### src/rtl/tssf_pkg.sv
// ----------------------------------------------------------------------------
// tssf_pkg: shared types and constants for the tensor slice stream filter
// Register indexes, lane layout of the packed bound registers and the
// record passed from cell to cell along the coordinate chain.
// ----------------------------------------------------------------------------
package tssf_pkg;

   localparam int LANE_W      = 16;
   localparam int NUM_LANES   = 4;
   localparam int CSR_DATA_W  = 64;
   localparam int CSR_INDEX_W = 3;
   localparam int ELEM_W      = 32;
   localparam int RANK_W      = 3;
   localparam int AXIS_W      = 2;

   localparam logic [CSR_INDEX_W-1:0] REG_RANK         = 3'd0;
   localparam logic [CSR_INDEX_W-1:0] REG_DIM_SIZES    = 3'd1;
   localparam logic [CSR_INDEX_W-1:0] REG_START_BOUNDS = 3'd2;
   localparam logic [CSR_INDEX_W-1:0] REG_END_BOUNDS   = 3'd3;
   localparam logic [CSR_INDEX_W-1:0] REG_AXIS_LIST    = 3'd4;
   localparam logic [CSR_INDEX_W-1:0] REG_AXIS_COUNT   = 3'd5;

   // record handed from an inner axis cell to the next outer one
   typedef struct packed {
      logic carry;   // all inner axes wrap on this request
      logic sel;     // all inner axes inside their range
      logic last;    // all inner axes on their final selected coordinate
   } chain_type;

endpackage

### src/rtl/tssf_bounds.sv
// ----------------------------------------------------------------------------
// tssf_bounds: configuration registers and per-axis range resolution
// Holds the control registers and turns the listed starts and ends into a
// clamped [lo, hi) range for every axis in use.
// ----------------------------------------------------------------------------
module tssf_bounds #(
   parameter int MAX_DIMS = 4,
   parameter int DIM_BITS = 15
) (
   input  logic                             clock,
   input  logic                             reset,
   input  logic                             csr_wr_en,
   input  logic [tssf_pkg::CSR_INDEX_W-1:0] csr_index,
   input  logic [tssf_pkg::CSR_DATA_W-1:0]  csr_wdata,
   output logic                             cfg_clear,
   output logic                             axis_active [MAX_DIMS],
   output logic [DIM_BITS-1:0]              axis_size   [MAX_DIMS],
   output logic [DIM_BITS-1:0]              axis_lo     [MAX_DIMS],
   output logic [DIM_BITS-1:0]              axis_hi     [MAX_DIMS]
);
   import tssf_pkg::*;

   logic [RANK_W-1:0]           rank_ff;
   logic [CSR_DATA_W-1:0]       dim_sizes_ff;
   logic [CSR_DATA_W-1:0]       start_bounds_ff;
   logic [CSR_DATA_W-1:0]       end_bounds_ff;
   logic [2*NUM_LANES-1:0]      axis_list_ff;
   logic [RANK_W-1:0]           axis_count_ff;

   logic [RANK_W-1:0]           eff_rank;
   logic [RANK_W-1:0]           entry_cnt;
   logic                        all_axes;
   logic [AXIS_W-1:0]           entry_ax [NUM_LANES];

   // start or end lane made ready against axis size n
   function automatic logic [DIM_BITS-1:0] norm_bound(
      input logic signed [LANE_W-1:0] s,
      input logic [DIM_BITS-1:0]      n
   );
      logic signed [LANE_W+1:0] sx;
      logic signed [LANE_W+1:0] nx;
      logic signed [LANE_W+1:0] sum;
      sx  = (LANE_W+2)'(s);
      nx  = signed'((LANE_W+2)'(n));
      sum = sx + nx;
      if (sx > nx) begin
         return n;
      end else if (s[LANE_W-1]) begin
         if (sum[LANE_W+1]) begin
            return '0;
         end else begin
            return sum[DIM_BITS-1:0];
         end
      end else begin
         return s[DIM_BITS-1:0];
      end
   endfunction

   always_ff @(posedge clock) begin
      if (reset) begin
         rank_ff         <= RANK_W'(1);
         dim_sizes_ff    <= '0;
         start_bounds_ff <= '0;
         end_bounds_ff   <= '0;
         axis_list_ff    <= '0;
         axis_count_ff   <= '0;
      end else if (csr_wr_en) begin
         unique case (csr_index)
            REG_RANK:         rank_ff         <= csr_wdata[RANK_W-1:0];
            REG_DIM_SIZES:    dim_sizes_ff    <= csr_wdata;
            REG_START_BOUNDS: start_bounds_ff <= csr_wdata;
            REG_END_BOUNDS:   end_bounds_ff   <= csr_wdata;
            REG_AXIS_LIST:    axis_list_ff    <= csr_wdata[2*NUM_LANES-1:0];
            REG_AXIS_COUNT:   axis_count_ff   <= csr_wdata[RANK_W-1:0];
            default: ;
         endcase
      end
   end

   // any write to a defined register starts a new tensor
   assign cfg_clear = csr_wr_en && (csr_index <= REG_AXIS_COUNT);

   always_comb begin
      if (rank_ff == '0) begin
         eff_rank = RANK_W'(1);
      end else if (rank_ff > RANK_W'(MAX_DIMS)) begin
         eff_rank = RANK_W'(MAX_DIMS);
      end else begin
         eff_rank = rank_ff;
      end
      all_axes = (axis_count_ff == '0);
      if (all_axes) begin
         entry_cnt = eff_rank;
      end else if (axis_count_ff > RANK_W'(NUM_LANES)) begin
         entry_cnt = RANK_W'(NUM_LANES);
      end else begin
         entry_cnt = axis_count_ff;
      end
      for (int i = 0; i < NUM_LANES; i++) begin
         entry_ax[i] = all_axes ? AXIS_W'(i) : axis_list_ff[AXIS_W*i +: AXIS_W];
      end
   end

   for (genvar d = 0; d < MAX_DIMS; d++) begin : g_axis
      logic                     hit;
      logic [AXIS_W-1:0]        hit_idx;
      logic [DIM_BITS-1:0]      size_raw;
      logic [DIM_BITS-1:0]      size_eff;
      logic signed [LANE_W-1:0] start_lane;
      logic signed [LANE_W-1:0] end_lane;

      assign size_raw = dim_sizes_ff[LANE_W*d +: DIM_BITS];
      assign size_eff = (size_raw == '0) ? DIM_BITS'(1) : size_raw;

      // later list entries override earlier ones
      always_comb begin
         hit     = 1'b0;
         hit_idx = '0;
         for (int i = 0; i < NUM_LANES; i++) begin
            if ((RANK_W'(i) < entry_cnt) && (entry_ax[i] == AXIS_W'(d))
                && (RANK_W'(d) < eff_rank)) begin
               hit     = 1'b1;
               hit_idx = AXIS_W'(i);
            end
         end
      end

      assign start_lane = start_bounds_ff[LANE_W*hit_idx +: LANE_W];
      assign end_lane   = end_bounds_ff[LANE_W*hit_idx +: LANE_W];

      assign axis_active[d] = (RANK_W'(d) < eff_rank);
      assign axis_size[d]   = size_eff;
      assign axis_lo[d]     = hit ? norm_bound(start_lane, size_eff) : '0;
      assign axis_hi[d]     = hit ? norm_bound(end_lane, size_eff) : size_eff;
   end

endmodule

### src/rtl/tssf_cell.sv
// ----------------------------------------------------------------------------
// tssf_cell: one axis of the coordinate chain
// Holds the coordinate of one axis, checks it against the axis range and
// steps it when every inner axis wraps.
// ----------------------------------------------------------------------------
module tssf_cell #(
   parameter int DIM_BITS = 15
) (
   input  logic                      clock,
   input  logic                      reset,
   input  logic                      active,
   input  logic [DIM_BITS-1:0]       size,
   input  logic [DIM_BITS-1:0]       lo,
   input  logic [DIM_BITS-1:0]       hi,
   input  logic                      clear,
   input  logic                      advance,
   input  tssf_pkg::chain_type       chain_i,
   output tssf_pkg::chain_type       chain_o
);
   import tssf_pkg::*;

   logic [DIM_BITS-1:0] counter_ff;
   logic [DIM_BITS-1:0] counter_in;
   logic [DIM_BITS:0]   count_inc;
   logic                wrap;
   logic                in_range;
   logic                at_last;

   assign count_inc = {1'b0, counter_ff} + (DIM_BITS+1)'(1);
   assign wrap      = count_inc >= {1'b0, size};
   assign in_range  = (counter_ff >= lo) && (counter_ff < hi);
   // an empty range (hi of zero) never matches here
   assign at_last   = count_inc == {1'b0, hi};

   // axes beyond the rank pass the chain through untouched
   assign chain_o.carry = chain_i.carry && (!active || wrap);
   assign chain_o.sel   = chain_i.sel   && (!active || in_range);
   assign chain_o.last  = chain_i.last  && (!active || at_last);

   always_comb begin
      counter_in = counter_ff;
      if (clear) begin
         counter_in = '0;
      end else if (advance && active && chain_i.carry) begin
         counter_in = wrap ? '0 : count_inc[DIM_BITS-1:0];
      end
   end

   always_ff @(posedge clock) begin
      if (reset) begin
         counter_ff <= '0;
      end else begin
         counter_ff <= counter_in;
      end
   end

   a_clear_zeroes: assert property (@(posedge clock) disable iff (reset)
      clear |=> (counter_ff == '0))
      else $error("coordinate not cleared after register write");

   a_counter_in_size: assert property (@(posedge clock) disable iff (reset)
      active |-> (counter_ff < size))
      else $error("coordinate outside axis size");

   a_idle_axis_holds: assert property (@(posedge clock) disable iff (reset)
      (!active && !clear) |=> $stable(counter_ff))
      else $error("coordinate of an unused axis moved");

endmodule

### src/rtl/tensor_slice_stream_filter.sv
// ----------------------------------------------------------------------------
// tensor_slice_stream_filter: slice selection over a streamed tensor
// Takes tensor elements in row-major order and forwards only those whose
// coordinates fall inside the configured slice on every axis.
// ----------------------------------------------------------------------------
// Usage:
//   req_* carries one 32-bit element per request, row-major, innermost axis
//   fastest. rsp_* carries each selected element unchanged with rsp_out_last
//   set on the final selected element of the tensor.
//   csr_* writes the control registers (rank, sizes, starts, ends, axis list,
//   axis count); any write to a defined register restarts the coordinate
//   counters at the first element of a new tensor. Write only while idle.
//   A response appears in the cycle after its request is taken; a request is
//   taken every cycle while req_stall is low. The coordinate step and range
//   checks run through the chain of axis cells in the same cycle, and the
//   response sits in one output register, refilled in the cycle it is taken.
//   req_stall rises only while a response is held and rsp_stall is high.
//   Reset loads rank 1 and clears all other registers and the counters.
//   After the last element of a tensor the counters wrap to zero.
// ----------------------------------------------------------------------------
module tensor_slice_stream_filter #(
   parameter int MAX_DIMS = 4,
   parameter int DIM_BITS = 15
) (
   input  logic                             clock,
   input  logic                             reset,
   input  logic                             req_valid,
   output logic                             req_stall,
   input  logic [tssf_pkg::ELEM_W-1:0]      req_elem_value,
   output logic                             rsp_valid,
   input  logic                             rsp_stall,
   output logic [tssf_pkg::ELEM_W-1:0]      rsp_out_value,
   output logic                             rsp_out_last,
   input  logic                             csr_wr_en,
   input  logic [tssf_pkg::CSR_INDEX_W-1:0] csr_index,
   input  logic [tssf_pkg::CSR_DATA_W-1:0]  csr_wdata
);
   import tssf_pkg::*;

   logic                cfg_clear;
   logic                axis_active [MAX_DIMS];
   logic [DIM_BITS-1:0] axis_size   [MAX_DIMS];
   logic [DIM_BITS-1:0] axis_lo     [MAX_DIMS];
   logic [DIM_BITS-1:0] axis_hi     [MAX_DIMS];
   chain_type           link        [MAX_DIMS+1];

   logic                accept;
   logic                rsp_valid_ff;
   logic                rsp_valid_in;
   logic [ELEM_W-1:0]   rsp_value_ff;
   logic                rsp_last_ff;

   tssf_bounds #(
      .MAX_DIMS (MAX_DIMS),
      .DIM_BITS (DIM_BITS)
   ) u_bounds (
      .clock       (clock),
      .reset       (reset),
      .csr_wr_en   (csr_wr_en),
      .csr_index   (csr_index),
      .csr_wdata   (csr_wdata),
      .cfg_clear   (cfg_clear),
      .axis_active (axis_active),
      .axis_size   (axis_size),
      .axis_lo     (axis_lo),
      .axis_hi     (axis_hi)
   );

   // innermost axis sits at the head of the chain and always steps
   assign link[MAX_DIMS] = '{carry: 1'b1, sel: 1'b1, last: 1'b1};

   for (genvar d = 0; d < MAX_DIMS; d++) begin : g_cell
      tssf_cell #(
         .DIM_BITS (DIM_BITS)
      ) u_cell (
         .clock   (clock),
         .reset   (reset),
         .active  (axis_active[d]),
         .size    (axis_size[d]),
         .lo      (axis_lo[d]),
         .hi      (axis_hi[d]),
         .clear   (cfg_clear),
         .advance (accept),
         .chain_i (link[d+1]),
         .chain_o (link[d])
      );
   end

   assign req_stall = rsp_valid_ff && rsp_stall;
   assign accept    = req_valid && !req_stall;

   always_comb begin
      rsp_valid_in = rsp_valid_ff;
      if (accept) begin
         rsp_valid_in = link[0].sel;
      end else if (!rsp_stall) begin
         rsp_valid_in = 1'b0;
      end
   end

   always_ff @(posedge clock) begin
      if (reset) begin
         rsp_valid_ff <= 1'b0;
      end else begin
         rsp_valid_ff <= rsp_valid_in;
      end
   end

   always_ff @(posedge clock) begin
      if (accept && link[0].sel) begin
         rsp_value_ff <= req_elem_value;
         rsp_last_ff  <= link[0].last;
      end
   end

   assign rsp_valid     = rsp_valid_ff;
   assign rsp_out_value = rsp_value_ff;
   assign rsp_out_last  = rsp_last_ff;

   a_rsp_from_request: assert property (@(posedge clock) disable iff (reset)
      $rose(rsp_valid) |-> $past(req_valid && !req_stall))
      else $error("response appeared without a request");

   a_stall_only_when_held: assert property (@(posedge clock) disable iff (reset)
      req_stall |-> rsp_valid)
      else $error("request stalled with empty output register");

   a_dropped_request: assert property (@(posedge clock) disable iff (reset)
      (accept && !link[0].sel && !rsp_valid_ff) |=> !rsp_valid)
      else $error("unselected request produced a response");

endmodule

### config.mk
export PLATFORM = sky130hd
export DESIGN_NAME = tensor_slice_stream_filter
export DESIGN_NICKNAME = d
export VERILOG_FILES = /design/src/rtl/tssf_pkg.sv /design/src/rtl/tssf_bounds.sv /design/src/rtl/tssf_cell.sv /design/src/rtl/tensor_slice_stream_filter.sv
export SDC_FILE = /design/constraint.sdc
export NUM_CORES = 2
export LEC_CHECK = 0
export BUFFER_PORTS_ARGS = -buffer_cell sky130_fd_sc_hd__buf_2
export CAP_MARGIN = 20
export CORE_MARGIN = 2
export CORE_UTILIZATION = 30
export CTS_CLUSTER_DIAMETER = 40
export CTS_CLUSTER_SIZE = 30
export DETAILED_ROUTE_END_ITERATION = 10
export GPL_ROUTABILITY_DRIVEN = 0
export PLACE_DENSITY_LB_ADDON = 0.2
export RECOVER_POWER = 100
export SLEW_MARGIN = 20
export SYNTH_ARGS = -nofsm -noshare
export SYNTH_HDL_FRONTEND = slang
export SYNTH_HIERARCHICAL = 1
export SYNTH_SLANG_ARGS = --single-unit
### constraint.sdc
create_clock -name clock -period 8.3 [get_ports clock]
set_clock_uncertainty 0.1 [all_clocks]
set_input_delay 0.415 -clock clock [delete_from_list [all_inputs] [get_ports clock]]
set_output_delay 0.415 -clock clock [all_outputs]
set_load 0.005 [all_outputs]
==> metrics.md <==
| Metric | Value |
|---|---|
| Critical Path End Type | `flip-flop` |
| Slew Limit Fails | `between 200 and 250` |
| First-pass GRT wire length | `~220000 um` |
| Number of CTS-inserted buffers | `80` |
| Clock transition at path regs | `around 0.050 ns` |
| Crit path max fanout | `8` |
| Width of the chip | `337.9 um` |
| CP top delay family | `compound AO/OA/AOI/OAI gates` |
| Multi-input logic area | `0.02476 mm^2` |
| HP Start | `csr_wdata[37]` |
| CP Launch Type | `flip-flop` |
| Starting Density | `roughly 30%` |
| Fin crit share | `between 90% and 100%` |
| DP Worst Slack | `-0.3352 ns` |
| Crit-path most repeated cell | `o2111ai_2` |
| Run status | `finished with violations` |
| Final wirelength | `between 100000 and 150000 um` |
| FF-to-FF Start | `u_bounds/axis_count_ff[1]` |
| # rows | `122` |
| CP Class | `flip-flop to flip-flop` |
| FF/Latch Area | `approximately 0.0063 mm^2` |
| Critical path required time | `between 8 and 9 ns` |
| Iter 0 DRT Violations | `between 3000 and 4000` |
| Slowest CP cell | `fa_2` |
| Clk sinks | `between 200 and 300` |
| Failing checks | `capacitance limit, slew limit` |
| Final routed DRC violation total | `0` |
| Worst hold stages | `3` |
| Vias per inst | `~5.6` |
| Die ar. | `between 0.1 and 0.15 mm^2` |
| Post-route ant nets | `0` |
| DRT Pass-1 Iters | `6` |
| Finished Cell Area | `0.04060 mm^2` |
| Wire per inst | `about 24 um` |
| Reg2Reg Depth | `just over 40` |
| Relative slew slack | `-190.0%` |
| Min setup slack post-route | `between 0.02 and 0.025 ns` |
| Clock latency on the worst-skew pair | `roughly 0.66 ns` |
| Clk buf depth | `3` |
| Max frequency | `0.1208 GHz` |
| Placed cell area | `0.03660 mm^2` |
| Vias in the first global route | `between 30000 and 40000` |
| Warnings, synthesis | `6` |
| Power Density | `between 100 and 150 mW/mm^2` |
| Reg-to-Reg End | `rsp_out_last` |
| Area growth, synth to finish | `21.38%` |
| Least-Margin Pin Slew | `~4.3 ns` |
| Register-to-Register Setup Slack | `approximately 0.024 ns` |
| Clock period minus final worst setup slack | `~8.3 ns` |
| Worst min path class | `input port to flip-flop` |
| Peak supply drop | `between 0.1 and 0.15 mV` |
| Data arrival, critical path | `8.65 ns` |
| Remaining Overflow, GRT | `0` |
| Hold Path Sink | `u_bounds/start_bounds_ff[37]` |
| Max incr delay on CP | `~0.39 ns` |
| Buffers & Inverters on Critical Path | `7` |
| Die H | `337.9 um` |
| Filler cell count | `11620` |
| Synthesized instance count | `approximately 4400` |
| Initial antenna violation count | `1` |
| Unrepaired setup endpoints after global routing | `yes` |
| Synth Cell Area | `roughly 0.033 mm^2` |
| Share of post-route cells with drive strength above 1 | `14.96%` |
| Max Cap Violations | `4` |
| Nets@finish | `5238` |
| Setup_tns | `0 ns` |
| H-tree depth | `3` |
| LEAKAGE | `17.97 nW` |
| Syn_area_per_cell | `about 7.5 um^2` |
| Top Ports | `between 100 and 150` |
| Total GRT Usage | `between 20% and 30%` |
| Placeable Area | `between 0.1 and 0.15 mm^2` |
| WP depth | `41` |
| Setup Viol. Count Final | `0` |
| Largest net degree at the start of global routing | `95` |
| CTS tree | `yes` |
| CTS Root Cell | `clkbuf_16` |
| Post-DP HPWL | `between 100000 and 150000 um` |
| Vias post-DR | `approximately 35000` |
| Port-buffer cells | `138` |
| Final hold violation count | `0` |
[what timing repair did]
action | in CTS | in global routing
buffers inserted | 6 | 21
pin swaps | 12 | 20
gates resized for setup | 26 | 51
hold buffers | 74 | 0
gates cloned | 0 | 5
endpoints found under the setup margin | 34 | 35
endpoints found under the hold margin | 136 | 0
[cell type report]
class / count / area share (%)
Antenna cell: 1 / 0.006163
Clock buffer: 95 / 5.245
Clock inverter: 48 / 1.381
Inverter: 378 / 3.504
Multi-Input combinational cell: 3466 / 60.97
Sequential cell: 296 / 15.43
Tap cell: 1488 / 4.585
Timing Repair Buffer: 484 / 8.878
[placed cells by master (no fill, tap or decap), types with 31 or more instances in the layout]
cell type and n:
ha_1 416, edfxtp_1 33, and3_1 31, clkbuf_1 49, nand4_1 44, o211ai_1 32, dfxtp_1 258, xor2_1 56
a21o_1 91, a221oi_1 86, nand2_1 610, mux2i_1 145, a211oi_1 72, a22oi_1 41, dlygate4sd3_1 74, xnor2_1 125
nor3_1 83, nor2_1 275, nand2b_1 60, mux2_2 46, buf_2 102, buf_4 248, inv_1 372, clkbuf_16 84
nor2b_1 34, o21ai_0 149, a21oi_1 411, nand3_1 75
[per-stage QoR]
stage	power [mW]	utilization [%]	hold WS, ns	std cells
floorplan	2.248	-	0.3361	4435
finish	5.861	36.69	0.03323	6256
global route	6.096	36.69	0.01990	6255
detailed placement	2.682	33.07	0.3542	6006
CTS	5.860	36.31	0.0007443	6229
global placement	2.683	33.07	0.3503	6006
[routing by layer]
| layer | track usage [%] | part of all wire [%] | vias up |
|---|---|---|---|
| li1 | - | - | 16370 |
| met1 | 34.80 | 45 | 16680 |
| met2 | 39.00 | 43 | 1412 |
| met3 | 4.102 | 7.2 | 296 |
| met4 | 11.02 | 4.8 | 0 |
| met5 | 0 | 0 | - |
[worst min-delay path: stages]
cell and delay, ns:
buf_2 0.18, nand2_1 0.08, a21oi_1 0.05
[flip-flops by register name (all words and copies together), names as in the netlist, 3 cells and up]
signal / count
u_bounds/end_bounds_ff: 64
g_cell.u_cell/counter_ff: 60
rsp_out_value: 32
u_bounds/axis_list_ff: 8
u_bounds/dim_sizes_ff: 60
u_bounds/axis_count_ff: 3
u_bounds/start_bounds_ff: 64
u_bounds/rank_ff: 3
[where the power goes]
group	total [mW]	switching [mW]	leakage (nW)	internal, mW
clock network	3.11	1.07	1.32	2.04
registers	1.54	0.0447	2.44	1.49
logic	1.21	0.728	14.2	0.482
[worst max path at each step]
stage / from / endpoint / slack [ns]
finish: u_bounds/axis_count_ff[1] / rsp_out_last / 0.02
global route: u_bounds/axis_count_ff[2] / rsp_out_last / -0.57
CTS: u_bounds/axis_count_ff[1] / rsp_out_last / -0.04
detailed placement: u_bounds/axis_count_ff[2] / rsp_out_value[11] / -0.34
global placement: u_bounds/axis_count_ff[2] / rsp_out_value[11] / -0.22
floorplan: u_bounds/axis_count_ff[2] / rsp_out_last / 0.03
(Power assumes the default switching activity.)
